--- src/sv/twt_pkg.sv ---
`default_nettype none
package twt_pkg;

  localparam int unsigned MaxRes = 3;

  localparam logic [7:0] CharHyphen     = 8'h2d;
  localparam logic [7:0] CharApostrophe = 8'h27;
  localparam logic [7:0] CharDot        = 8'h2e;
  localparam logic [7:0] CharPlus       = 8'h2b;

  typedef struct packed {
    logic [7:0] text_byte;
    logic       end_of_text;
  } in_word_t;

  typedef struct packed {
    logic [7:0] token_char;
    logic       token_close;
    logic       run_last;
  } out_word_t;

  // results caused by one input word, in order, count of them valid
  typedef struct packed {
    out_word_t [MaxRes-1:0] res;
    logic [1:0]             count;
  } bundle_t;

  function automatic logic is_digit(input logic [7:0] c);
    return (c >= 8'h30) && (c <= 8'h39);
  endfunction

  function automatic logic is_alnum(input logic [7:0] c);
    return is_digit(c) || ((c >= 8'h61) && (c <= 8'h7a)) ||
           ((c >= 8'h41) && (c <= 8'h5a));
  endfunction

  function automatic logic [7:0] to_lower(input logic [7:0] c);
    if ((c >= 8'h41) && (c <= 8'h5a)) begin
      return c + 8'd32;
    end
    return c;
  endfunction

endpackage
`default_nettype wire

--- src/sv/twt_decode.sv ---
`default_nettype none
module twt_decode
  import twt_pkg::*;
(
  input  wire logic     clk,
  input  wire logic     rst,
  input  wire in_word_t word,
  input  wire logic     take,
  output bundle_t       bundle
);

  typedef struct packed {
    logic       emit;
    logic [7:0] ch;
    logic       close;
    logic       open_next;
  } step_t;

  logic [7:0] held_char, held_char_next;
  logic       held_valid, held_valid_next;
  logic       token_open, token_open_next;
  logic       prior_was_digit, prior_was_digit_next;

  // one byte's fate given the byte after it
  function automatic step_t decide(input logic [7:0] c, input logic has_next,
                                   input logic [7:0] nxt, input logic open_in,
                                   input logic prior_digit);
    step_t s;
    logic  keep;
    keep = 1'b0;
    if (is_alnum(c)) begin
      keep = 1'b1;
    end else if (open_in) begin
      if (c == CharHyphen || c == CharApostrophe) begin
        keep = has_next && is_alnum(nxt);
      end else if (c == CharDot) begin
        keep = prior_digit && has_next && is_digit(nxt);
      end
    end
    s.emit      = keep || open_in;
    s.ch        = keep ? to_lower(c) : 8'd0;
    s.close     = !keep;
    s.open_next = keep;
    return s;
  endfunction

  always_comb begin
    step_t      s1, s2;
    logic       t, p;
    logic [1:0] k;
    logic [7:0] b;
    b  = word.text_byte;
    t  = token_open;
    p  = prior_was_digit;
    k  = 2'd0;
    s1 = '0;
    s2 = '0;
    bundle = '0;

    if (held_valid) begin
      s1 = decide(held_char, 1'b1, b, t, p);
      if (s1.emit) begin
        bundle.res[k] = '{token_char: s1.ch, token_close: s1.close, run_last: 1'b0};
        k = k + 2'd1;
      end
      t = s1.open_next;
      p = is_digit(held_char);
    end

    if (word.end_of_text) begin
      s2 = decide(b, 1'b0, 8'd0, t, p);
      if (s2.emit) begin
        bundle.res[k] = '{token_char: s2.ch, token_close: s2.close, run_last: 1'b0};
        k = k + 2'd1;
      end
      if (s2.open_next) begin
        bundle.res[k] = '{token_char: 8'd0, token_close: 1'b1, run_last: 1'b0};
        k = k + 2'd1;
      end
      held_char_next       = '0;
      held_valid_next      = 1'b0;
      token_open_next      = 1'b0;
      prior_was_digit_next = 1'b0;
    end else begin
      held_char_next       = b;
      held_valid_next      = 1'b1;
      token_open_next      = t;
      prior_was_digit_next = p;
    end

    if (k != 2'd0) begin
      bundle.res[k - 2'd1].run_last = 1'b1;
    end
    bundle.count = k;
  end

  always_ff @(posedge clk) begin
    if (rst) begin
      held_char       <= '0;
      held_valid      <= 1'b0;
      token_open      <= 1'b0;
      prior_was_digit <= 1'b0;
    end else if (take) begin
      held_char       <= held_char_next;
      held_valid      <= held_valid_next;
      token_open      <= token_open_next;
      prior_was_digit <= prior_was_digit_next;
    end
  end

endmodule
`default_nettype wire

--- src/sv/twt_out.sv ---
`default_nettype none
module twt_out
  import twt_pkg::*;
(
  input  wire logic    clk,
  input  wire logic    rst,
  input  wire bundle_t bundle,
  input  wire logic    load,
  output logic         free,
  output logic         out_valid,
  input  wire logic    out_ready,
  output out_word_t    out_data
);

  out_word_t [MaxRes-1:0] entries;
  logic [1:0]             rem;

  assign out_valid = (rem != 2'd0);
  assign out_data  = entries[0];
  // free for a new bundle when empty, or once the last pending word leaves this cycle
  assign free      = (rem == 2'd0) || ((rem == 2'd1) && out_ready);

  always_ff @(posedge clk) begin
    if (rst) begin
      rem <= 2'd0;
    end else if (load) begin
      rem <= bundle.count;
    end else if (out_valid && out_ready) begin
      rem <= rem - 2'd1;
    end
  end

  always_ff @(posedge clk) begin
    if (load) begin
      entries <= bundle.res;
    end else if (out_valid && out_ready) begin
      for (int i = 0; i < MaxRes - 1; i++) begin
        entries[i] <= entries[i+1];
      end
    end
  end

endmodule
`default_nettype wire

--- src/sv/text_word_tokenizer.sv ---
`default_nettype none
// Byte-stream word tokenizer. While in_ready is high, one text byte per cycle
// enters through a one-word input register; the decode logic combinationally
// turns it into 0..3 result words (lower-cased token characters and close
// markers), and a three-entry result buffer hands them out one per cycle while
// out_ready is high. A byte is decided one word late, when the next byte
// arrives; end_of_text flushes the held byte and closes any open token.
// Sustained rate is one byte per cycle with out_ready high and at most one
// result per byte; a byte with more holds input until the output port drains it.
module text_word_tokenizer
  import twt_pkg::*;
(
  input  wire logic      clk,
  input  wire logic      rst,
  input  wire logic      in_valid,
  output logic           in_ready,
  input  wire in_word_t  in_data,
  output logic           out_valid,
  input  wire logic      out_ready,
  output out_word_t      out_data
);

  in_word_t in_buf;
  logic     in_buf_valid;
  logic     out_free;
  logic     bundle_take;
  bundle_t  bundle;

  assign bundle_take = in_buf_valid && out_free;
  assign in_ready    = !in_buf_valid || bundle_take;

  always_ff @(posedge clk) begin
    if (rst) begin
      in_buf_valid <= 1'b0;
    end else if (in_ready) begin
      in_buf_valid <= in_valid;
    end
  end

  always_ff @(posedge clk) begin
    if (in_valid && in_ready) begin
      in_buf <= in_data;
    end
  end

  twt_decode u_decode (
    .clk    (clk),
    .rst    (rst),
    .word   (in_buf),
    .take   (bundle_take),
    .bundle (bundle)
  );

  twt_out u_out (
    .clk       (clk),
    .rst       (rst),
    .bundle    (bundle),
    .load      (bundle_take),
    .free      (out_free),
    .out_valid (out_valid),
    .out_ready (out_ready),
    .out_data  (out_data)
  );

`ifndef SYNTH
  a_buf_holds: assert property (@(posedge clk) disable iff (rst)
    in_buf_valid && !bundle_take |=> in_buf_valid && $stable(in_buf))
    else $error("held input word lost or changed");

  a_no_overwrite: assert property (@(posedge clk) disable iff (rst)
    in_valid && in_ready && in_buf_valid |-> bundle_take)
    else $error("input register overwritten before decode");

  a_busy_shows: assert property (@(posedge clk) disable iff (rst)
    !out_free |-> out_valid)
    else $error("result buffer busy with nothing offered");

  a_last_marked: assert property (@(posedge clk) disable iff (rst)
    out_valid && out_ready && !out_free |-> !out_data.run_last)
    else $error("run_last set before final result of a byte");
`endif

endmodule
`default_nettype wire
--- config.mk ---
export PLATFORM = sky130hd
export DESIGN_NAME = text_word_tokenizer
export DESIGN_NICKNAME = d
export VERILOG_FILES = /design/src/sv/twt_pkg.sv /design/src/sv/twt_decode.sv /design/src/sv/twt_out.sv /design/src/sv/text_word_tokenizer.sv
export SDC_FILE = /design/constraint.sdc
export NUM_CORES = 1
export LEC_CHECK = 0
export BUFFER_PORTS_ARGS = -buffer_cell sky130_fd_sc_hd__buf_2
export CAP_MARGIN = 20
export CELL_PAD_IN_SITES_DETAIL_PLACEMENT = 0
export CELL_PAD_IN_SITES_GLOBAL_PLACEMENT = 1
export CORE_ASPECT_RATIO = 0.8
export CORE_MARGIN = 8
export CORE_UTILIZATION = 36
export CTS_BUF_LIST = sky130_fd_sc_hd__clkbuf_2
export CTS_CLUSTER_DIAMETER = 120
export DETAILED_ROUTE_END_ITERATION = 10
export GPL_TIMING_DRIVEN = 0
export PLACE_DENSITY_LB_ADDON = 0.15
export SYNTH_ARGS = -nofsm -noshare
export SYNTH_HDL_FRONTEND = slang
export SYNTH_HIERARCHICAL = 1
export SYNTH_SLANG_ARGS = --single-unit
--- constraint.sdc ---
create_clock -name clk -period 4.6 [get_ports clk]
set_input_delay 0.92 -clock clk [delete_from_list [all_inputs] [get_ports clk]]
set_output_delay 0.92 -clock clk [all_outputs]
set_load 0.05 [all_outputs]
==> impl_metrics.tcl, run 1 <==
set metrics [dict create \
    status "complete, no violations" \
    numPortBuffers 24 \
    start_kind "flop" \
    path_buf_inv 1 \
    wl_per_cell_um 16.2 \
    drt_iter0_markers 123 \
    antenna_found_initial 0 \
    synth_ff_type "edfxtp_1" \
    layout.nets 333 \
    ir_worst_vdd_v 0.000154 \
    crit_path_end_kind "flop" \
    cpPeakStageDelay_ns 0.59 \
    vias_per_cell 4.83 \
    max_freq_mhz 256 \
    die_h_um 98.9 \
    multi_input_area_mm2 0.00142 \
    tns_ns 0 \
    grt-ovfl-total 0 \
    synth_most_common_cell "edfxtp_1" \
    max-slew-margin-rel 0.587 \
    slowest_stage "edfxtp_1" \
    path_depth 13 \
    synth_edf_count 39 \
    hold_viol_final 0 \
    skew_ns 0.00754 \
    cts_root_buf "clkbuf_2" \
    final_core_util 0.413 \
    vias 2041 \
    pwr_density_cell_mw_per_mm2 366 \
    crit_top_cell "o21ai_0" \
    clk_latency_ns 0.43 \
    synth.area.top_cells "edfxtp_1, dfxtp_1, mux2_2, buf_4, ha_1" \
    regArea_mm2 0.00145 \
    ys_ff_latch 53 \
    post-dp-hpwl_um 4900 \
    tightest_slew_ns 0.613 \
    r2r_start "in_buf[7]" \
    synthDistinctLibCells 63 \
    postPlaceCellArea_mm2 0.00338 \
    drv_cap 0 \
    worstPathArrival_ns 4.15 \
    final_area_mm2 0.00347 \
    p_leak_nw 1.35 \
    drtAntennaViolNets 0 \
    synthCells 272 \
    rsz0062_at_grt "false" \
    hp-class "flop to flop" \
    synth_seq_area_share 0.469 \
    dieArea_mm2 0.0118 \
    synth_top_area_frac 0.378 \
    drive_above_1_share 0.305 \
    clock-sinks 53 \
    tritoncts "done" \
    hold_buffers 0 \
    drv_slew 0 \
    grt_start_max_net_pins 21 \
    worstPathCellList "ha_1, or3b_2, a21oi_1, o21ai_0, nand2_1, a211o_1, ha_1, buf_1, nor2b_1, o21ai_0, o21ai_0, a21o_1, mux2_2" \
    grt_pass1_vias 2142 \
    nFillCells 863 \
    critPathRequiredTime_ns 4.83 \
    wirelength_um 6840 \
    place.gp.congestion 0.757 \
    crit_start "in_buf[7]" \
    synth_area_mm2 0.00309 \
    worstSetupPathType "flop to flop" \
    syn_avg_cell_area_um2 11.4 \
    rows 30 \
    syn2layout_area_growth_pct 12.2 \
    path_max_fanout 10 \
    clkTransAtPathRegs_ns 0.25 \
    yosysWarnings 6 \
    cts-resized-gates 0 \
    route.detailed.drc 0 \
    start_util 0.368 \
    htree_levels 2 \
    grt_pass1_wl_um 11400 \
    reg2reg_depth 13 \
    die_x_um 120 \
    synth_top_cell_by_area "edfxtp_1" \
    track_usage 0.121 \
    fin_crit_sh 0.850 \
    boundaryPins 25 \
    cts_setup_buffers 0 \
    async_flop_share 0 \
    synthTopCellsByCount "edfxtp_1, mux2_2, buf_4" \
    cts_buffer_depth 2 \
    setup_viol 0 \
    r2r-end "u_out/out_data[0]" \
    first_pass_iters 4 \
    num_antenna_cells 0 \
    cts_buffers 5 \
    period_needed_ns 3.91 \
    core-area_mm2 0.00841 \
    rrSetupSlack_ns 0.69 \
    crit_end "u_out/out_data[0]" \
    path_delay_family "compound AO/OA/AOI/OAI gates" \
]
state kept, by name, summed over array words and instances (netlist names):
register and count:
u_out/out_data 10, in_buf 9, u_out/entries 20, in_buf_valid 1, u_decode/prior_was_digit 1, u_decode/token_open 1, u_out/rem 2, u_decode/held_valid 1
u_decode/held_char 8
cell usage in the layout, fill, tap and decap left out, types with 2 or more instances in the layout:
cell type,n
nand3b_1,9
xnor2_1,3
buf_4,20
clkbuf_2,5
o211ai_1,2
o22ai_1,2
a21o_1,4
a22o_1,6
nand2_1,15
ha_1,10
o21a_1,2
o2111ai_1,2
a21boi_0,2
clkbuf_1,7
a211oi_1,3
edfxtp_1,39
dfxtp_1,14
bufinv_16,2
nand4b_1,3
or3b_2,2
o2bb2ai_1,2
nor2b_1,8
nand2b_1,9
nor2_1,8
xor2_1,2
conb_1,8
mux2_2,21
nor3_1,4
and2_1,7
a21oi_1,14
buf_2,25
inv_1,12
o21ai_0,5
nand4_1,2
worst reg2reg max path, cell delays in order (launching register included):
cell and delay (ns):
edfxtp_1 0.59, ha_1 0.26, or3b_2 0.19, a21oi_1 0.07, o21ai_0 0.52, nand2_1 0.40
a211o_1 0.37, ha_1 0.28, buf_1 0.31, nor2b_1 0.08, o21ai_0 0.08, o21ai_0 0.10
a21o_1 0.19, mux2_2 0.26
worst min-delay path by stage:
stage	slack, ns	depth (start not counted)	from	endpoint
6_report	0.52	2	in_buf_valid	in_buf_valid
3_3_place_gp	0.48	2	u_decode/prior_was_digit	u_decode/prior_was_digit
3_5_place_dp	0.48	2	u_decode/prior_was_digit	u_decode/prior_was_digit
2_1_floorplan	0.46	2	u_decode/prior_was_digit	u_decode/prior_was_digit
5_1_grt	0.54	2	in_buf_valid	in_buf_valid
4_1_cts	0.52	2	in_buf_valid	in_buf_valid
through the flow:
stage | total power, mW | std cells | hold slack [ns] | setup WS [ns]
3_3_place_gp | 0.988 | 415 | 0.477 | 0.758
6_report | 1.27 | 423 | 0.519 | 0.688
4_1_cts | 1.29 | 423 | 0.522 | 0.729
3_5_place_dp | 0.993 | 415 | 0.484 | 0.779
5_1_grt | 1.33 | 423 | 0.544 | 0.338
2_1_floorplan | 0.910 | 279 | 0.457 | 1.22
cell type report:
type / instances / area share
well taps: 112 / 0.0404
clock buffers: 5 / 0.00721
inverters: 13 / 0.0141
plain buffers: 30 / 0.0566
flip-flops and latches: 53 / 0.418
clock inverters: 3 / 0.0187
multi-input cells: 183 / 0.410
repair buffers: 24 / 0.0346
layer usage:
metal	vias up	track usage	part of all wire
li1	1042	-	-
met1	965	0.166	0.51
met2	30	0.192	0.45
met3	4	0.0234	0.042
met4	0	0.0287	0.0075
met5	-	0	0
power by group:
group | leakage (nW) | total (mW) | internal (mW) | switching [mW]
clock network | 0.0529 | 0.291 | 0.145 | 0.146
registers | 0.487 | 0.625 | 0.594 | 0.0305
logic | 0.813 | 0.354 | 0.135 | 0.219
total | 1.35 | 1.27 | 0.874 | 0.395
kinds of logic after synthesis:
| family | Yosys count | share of synthesized area |
|---|---|---|
| XOR/XNOR | 5 | 0.0142 |
| flip-flops | 53 | 0.469 |
| AO/OA/AOI/OAI | 59 | 0.156 |
| AND/OR/NAND/NOR | 80 | 0.163 |
| other | 1 | 0.00121 |
| adder cells (fa/ha/maj) | 10 | 0.0404 |
| multiplexers | 21 | 0.0764 |
| buffers and inverters | 43 | 0.0793 |
Note: power is estimated with default switching activity, not from simulation.
==> inputs of run 2 (changes only) <==
SYNTH_HIERARCHICAL = default   (was 1)
==> run 2 against run 1 <==
Compared with the run above: setup slack improved by 0.68 ns; die area fell by 13%; synthesized area shrank 16%; design area fell by 17%; sequential share of layout area rose by 0.070 points; sequential power is 15% lower; total power shrank 17%; cell count is 11% lower; first-iteration DRC count is 24% higher; register-to-register slack gained 0.68 ns; largest power group unchanged.
==> impl_metrics.tcl, run 2 <==
set metrics [dict create \
    status "complete, no violations" \
    worstSetupPathType "flop to flop" \
    first_pass_iters 5 \
    worstPathCellList "ha_1, nor4b_2, o31ai_2, a21oi_2, nor2_4, nand2_1, ha_1, and3_1, a221oi_2, o21ai_1" \
    path_max_fanout 9 \
    drive_above_1_share 0.234 \
    synth_area_mm2 0.00261 \
    antenna_found_initial 0 \
    wl_per_cell_um 16.9 \
    post-dp-hpwl_um 4690 \
    max-slew-margin-rel 0.614 \
    clk_latency_ns 0.44 \
    synth_edf_count 31 \
    p_leak_nw 1.13 \
    crit_start "in_buf[6]" \
    cpPeakStageDelay_ns 0.58 \
    hp-start "u_out.rem[1]" \
    track_usage 0.127 \
    critPathRequiredTime_ns 4.84 \
    cts_root_buf "clkbuf_2" \
    synth_seq_area_share 0.464 \
    wirelength_um 6360 \
    cts_buffer_depth 2 \
    clkTransAtPathRegs_ns 0.27 \
    start_util 0.375 \
    tns_ns 0 \
    cts_buffers 5 \
    reg2reg_depth 10 \
    drv_cap 0 \
    worstPathArrival_ns 3.47 \
    die_x_um 111 \
    slowest_stage "edfxtp_1" \
    final-instance-count-excl-fill 377 \
    skew_ns 0.0361 \
    cts-resized-gates 0 \
    cts_setup_buffers 0 \
    syn_avg_cell_area_um2 10.1 \
    synthDistinctLibCells 58 \
    tritoncts "done" \
    start_kind "flop" \
    synth_most_common_cell "edfxtp_1" \
    layout.nets 312 \
    r2r_start "in_buf[6]" \
    die_h_um 92.2 \
    crit_top_cell "ha_1" \
    numPortBuffers 24 \
    setup_viol 0 \
    tightest_slew_ns 0.580 \
    crit_path_end_kind "flop" \
    crit_end "u_out.out_data[0]" \
    final_cell_mix "edfxtp_1, nor2_1, buf_2" \
    layout_commonest_cell "edfxtp_1" \
    ir_worst_vdd_v 0.000227 \
    route.detailed.drc 0 \
    max_freq_mhz 309 \
    synth_compound_area_frac 0.190 \
    r2r-end "u_out.out_data[0]" \
    path_delay_family "compound AO/OA/AOI/OAI gates" \
    num_antenna_cells 0 \
    synthTopCellsByCount "edfxtp_1, nor2_1, nand2_1" \
    rows 27 \
    synth_top_cell_by_area "edfxtp_1" \
    rrSetupSlack_ns 1.36 \
    largest_register_ff_count 12 \
    ys_ff_latch 45 \
    period_needed_ns 3.24 \
    vias_per_cell 5.52 \
    drv_slew 0 \
    path_buf_inv 0 \
    place.gp.congestion 0.823 \
    pwr_density_cell_mw_per_mm2 365 \
    hp-class "flop to flop" \
    muxShareOfSynthArea 0.00958 \
    grt_pass1_wl_um 10500 \
    grt_pass1_vias 2065 \
    drt_iter0_markers 153 \
    syn2layout_area_growth_pct 10.7 \
    synth_top_area_frac 0.356 \
    dieArea_mm2 0.0103 \
    hold_viol_final 0 \
    drtAntennaViolNets 0 \
    fin_crit_sh 0.703 \
    synth_top_family_by_area "simple AND/OR/NAND/NOR gates" \
    grt_start_max_net_pins 25 \
    rsz0062_at_grt "false" \
    vias 2080 \
    synth_ff_type "edfxtp_1" \
    synth-simple-area-share 0.211 \
    boundaryPins 25 \
    hold_buffers 0 \
    synthCells 258 \
    registers.top_by_ff_count "u_out.entries" \
    yosysWarnings 0 \
    async_flop_share 0 \
    core-area_mm2 0.00696 \
    grt-ovfl-total 0 \
    p_total_mw 1.05 \
    path_depth 10 \
    synth.area.top_cells "edfxtp_1, dfxtp_1, ha_1, nor2_1, and3_1" \
    clock-sinks 45 \
    synth_xor_area_frac 0.00670 \
    synth_fa_ha_area_frac 0.0479 \
    htree_levels 2 \
    synth_fp_nets 281 \
    dp.cells 369 \
]
==> run 2: report_power, final <==
group          internal (mW)  switching [mW]  total (mW)
logic                  0.103           0.234       0.337
clock network         0.0405           0.147       0.187
registers              0.500          0.0300       0.530
total                  0.644           0.410        1.05
==> run 2: per-stage QoR <==
step                      worst slack [ns]  instance area [um2]  hold WS [ns]  utilization
after CTS                             1.35                 2890         0.531        0.415
after global routing                  1.13                 2890         0.550        0.415
final                                 1.36                 2890         0.526        0.415
after global placement                1.38                 2840         0.483        0.408
after detailed placement              1.41                 2840         0.502        0.408
after floorplan                       1.86                 2610         0.454            -
==> run 2: cell families (layout without fill, tap and decap cells) <==
family | after synthesis | count (layout)
fa+ha+maj | 10 | 10
buf+inv | 35 | 67
mux | 2 | 2
flops | 45 | 45
simple gates | 96 | 96
compound gates | 68 | 68
xor+xnor | 2 | 2
==> run 2: worst min-delay path: cells and delay by family, from the launching register on <==
kind             cells  cell delay (ns)
AND/OR/NAND/NOR      2             0.15
flip-flops           1             0.38
==> run 2: layout make-up <==
type                    count  area, um2
fillers                   711       4070
multi-input cells         178       1220
flip-flops and latches     45       1210
plain buffers              22        134
repair buffers             24        120
well taps                  87        109
inverters                  13       51.3
clock buffers               5       25.0
clock inverters             3       25.0
==> run 2: how the worst min path moves through the flow <==
stage / end / slack [ns] / cells after the start
after floorplan: u_decode.prior_was_digit / 0.45 / 2
after global placement: u_out.rem[1] / 0.48 / 2
after detailed placement: u_out.rem[1] / 0.50 / 2
after CTS: u_out.rem[1] / 0.53 / 2
after global routing: u_out.rem[1] / 0.55 / 2
final: u_out.rem[1] / 0.53 / 2
==> run 2: per-layer routing <==
layer | part of all wire | track usage | wire length [um]
met1 | 0.49 | 0.172 | 3120
met3 | 0.073 | 0.0332 | 467
met4 | 0.013 | 0.0410 | 80
met2 | 0.42 | 0.192 | 2700
met5 | 0 | 0 | 0
==> inputs of run 3 (changes only) <==
clock period = 3.25 ns   (was 4.6 ns; I/O delays follow)
==> run 3 against run 2 <==
Compared with the run above: design area is 1.0% higher; core utilization grew 0.43 points; sequential power is 41% higher; largest power group unchanged; clock power up 42%; first-iteration DRC count up 7.8%; total power grew 42%; setup slack got worse by 1.2 ns; critical endpoint unchanged; flip-flop and latch count unchanged; count of clock-buffer cells in the layout did not move; sequential share of layout area down 0.43 points; register-to-register slack worse by 1.2 ns; highest routed layer unchanged.
==> impl_metrics.tcl, run 3 (same netlist as run 2, synthesis figures left out) <==
set metrics [dict create \
    rows 27 \
    worstSetupPathType "flop to flop" \
    status "complete, no violations" \
    wl_per_cell_um 16.9 \
    regArea_mm2 0.00121 \
    critPathRequiredTime_ns 3.49 \
    track_usage 0.127 \
    path_buf_inv 0 \
    skew_ns 0.0380 \
    syn2layout_area_growth_pct 11.8 \
    p_leak_nw 1.15 \
    max-slew-margin-rel 0.616 \
    cpPeakStageDelay_ns 0.51 \
    route.detailed.drc 0 \
    crit_end "u_out.out_data[0]" \
    drtAntennaViolNets 0 \
    reg2reg_depth 10 \
    post-dp-hpwl_um 4690 \
    multi_input_area_mm2 0.00122 \
    r2r_start "in_buf[7]" \
    clk_latency_ns 0.45 \
    period_needed_ns 3.05 \
    p_total_mw 1.50 \
    die_h_um 92.2 \
    clock-sinks 45 \
    grt_pass1_vias 2064 \
    registers.top_by_ff_count "u_out.entries" \
    dieArea_mm2 0.0103 \
    start_kind "flop" \
    ir_worst_vdd_v 0.000320 \
    final_core_util 0.420 \
    cts_root_buf "clkbuf_2" \
    drv_cap 0 \
    nFillCells 708 \
    boundaryPins 25 \
    crit_path_end_kind "flop" \
    max_freq_mhz 328 \
    vias_per_cell 5.47 \
    path_depth 10 \
    drv_slew 0 \
    hp-class "input pin to flop" \
    num_antenna_cells 0 \
    core-area_mm2 0.00696 \
    crit_start "in_buf[7]" \
    grt_pass1_wl_um 10500 \
    start_util 0.375 \
    cts_buffer_depth 2 \
    drive_above_1_share 0.245 \
    antenna_found_initial 0 \
    fin_crit_sh 0.938 \
    path_max_fanout 8 \
    crit_top_cell "ha_1" \
    htree_levels 2 \
    numPortBuffers 24 \
    pwr_density_cell_mw_per_mm2 514 \
    first_pass_iters 5 \
    hold_viol_final 0 \
    cts_buffers 5 \
    tritoncts "done" \
    die_x_um 111 \
    tightest_slew_ns 0.576 \
    largest_register_ff_count 12 \
    layout.nets 316 \
    slowest_stage "edfxtp_1" \
    rsz0062_at_grt "true" \
    hp-start "in_data[1]" \
    place.gp.congestion 0.823 \
    grt_start_max_net_pins 25 \
    worstPathArrival_ns 3.29 \
    worstPathCellList "ha_1, nor4b_2, o31ai_2, a21oi_2, nor2_4, nand2_1, ha_1, and3_1, a221oi_2, o21ai_1" \
    clkTransAtPathRegs_ns 0.28 \
    grt-ovfl-total 0 \
    setup_viol 0 \
    path_delay_family "compound AO/OA/AOI/OAI gates" \
    r2r-end "u_out.out_data[0]" \
    wirelength_um 6420 \
    layout_commonest_cell "edfxtp_1" \
    rrSetupSlack_ns 0.20 \
    final_cell_mix "edfxtp_1, nor2_1, buf_2" \
    hold_buffers 0 \
    drt_iter0_markers 165 \
    vias 2083 \
]
run 3: cell types whose count changed in the layout (fill, tap and decap cells not counted):
| cell | change |
|---|---|
| buf_4 | +4 |
run 3: final cells by class:
cell class | count | share of cell area
Tap cell | 87 | 0.0373
Clock buffer | 5 | 0.00857
Buffer | 22 | 0.0458
Clock inverter | 3 | 0.00857
Multi-Input combinational cell | 178 | 0.416
Timing Repair Buffer | 28 | 0.0514
Sequential cell | 45 | 0.415
Inverter | 13 | 0.0176
run 3: through the flow:
step           setup WS (ns)  hold WS (ns)  TNS (ns)  area (um2)  std cells
4_1_cts                0.108         0.335         0        2900        378
2_1_floorplan          0.511         0.454         0        2610        258
5_1_grt              -0.0270         0.315   -0.0422        2920        381
6_report               0.200         0.343         0        2920        381
3_3_place_gp          0.0310         0.483         0        2840        369
3_5_place_dp          0.0604         0.502         0        2840        369
run 3: timing repair:
item / in CTS / in global routing
setup buffers: 1 / 3
setup endpoints to repair: 1 / 5
pin swaps: 0 / 1
resized for setup: 0 / 0
run 3: power breakdown:
part / internal [mW] / switching (mW) / total [mW]
Combinational: 0.152 / 0.334 / 0.487
Sequential: 0.708 / 0.0407 / 0.748
Clock: 0.0573 / 0.209 / 0.266
run 3: worst min path at each step:
stage | slack, ns | endpoint | cells after the start
2_1_floorplan | 0.45 | u_decode.prior_was_digit | 2
3_3_place_gp | 0.48 | u_out.rem[1] | 2
3_5_place_dp | 0.50 | u_out.rem[1] | 2
4_1_cts | 0.33 | in_buf[1] | 1
5_1_grt | 0.32 | in_buf[6] | 1
6_report | 0.34 | in_buf[1] | 1
run 3: per-layer routing:
| layer | global-route usage | vias to the layer above | routed length (um) |
|---|---|---|---|
| met5 | 0 | - | 0 |
| li1 | - | 1032 | - |
| met3 | 0.0332 | 9 | 442 |
| met1 | 0.172 | 970 | 3090 |
| met2 | 0.191 | 72 | 2820 |
| met4 | 0.0410 | 0 | 78 |
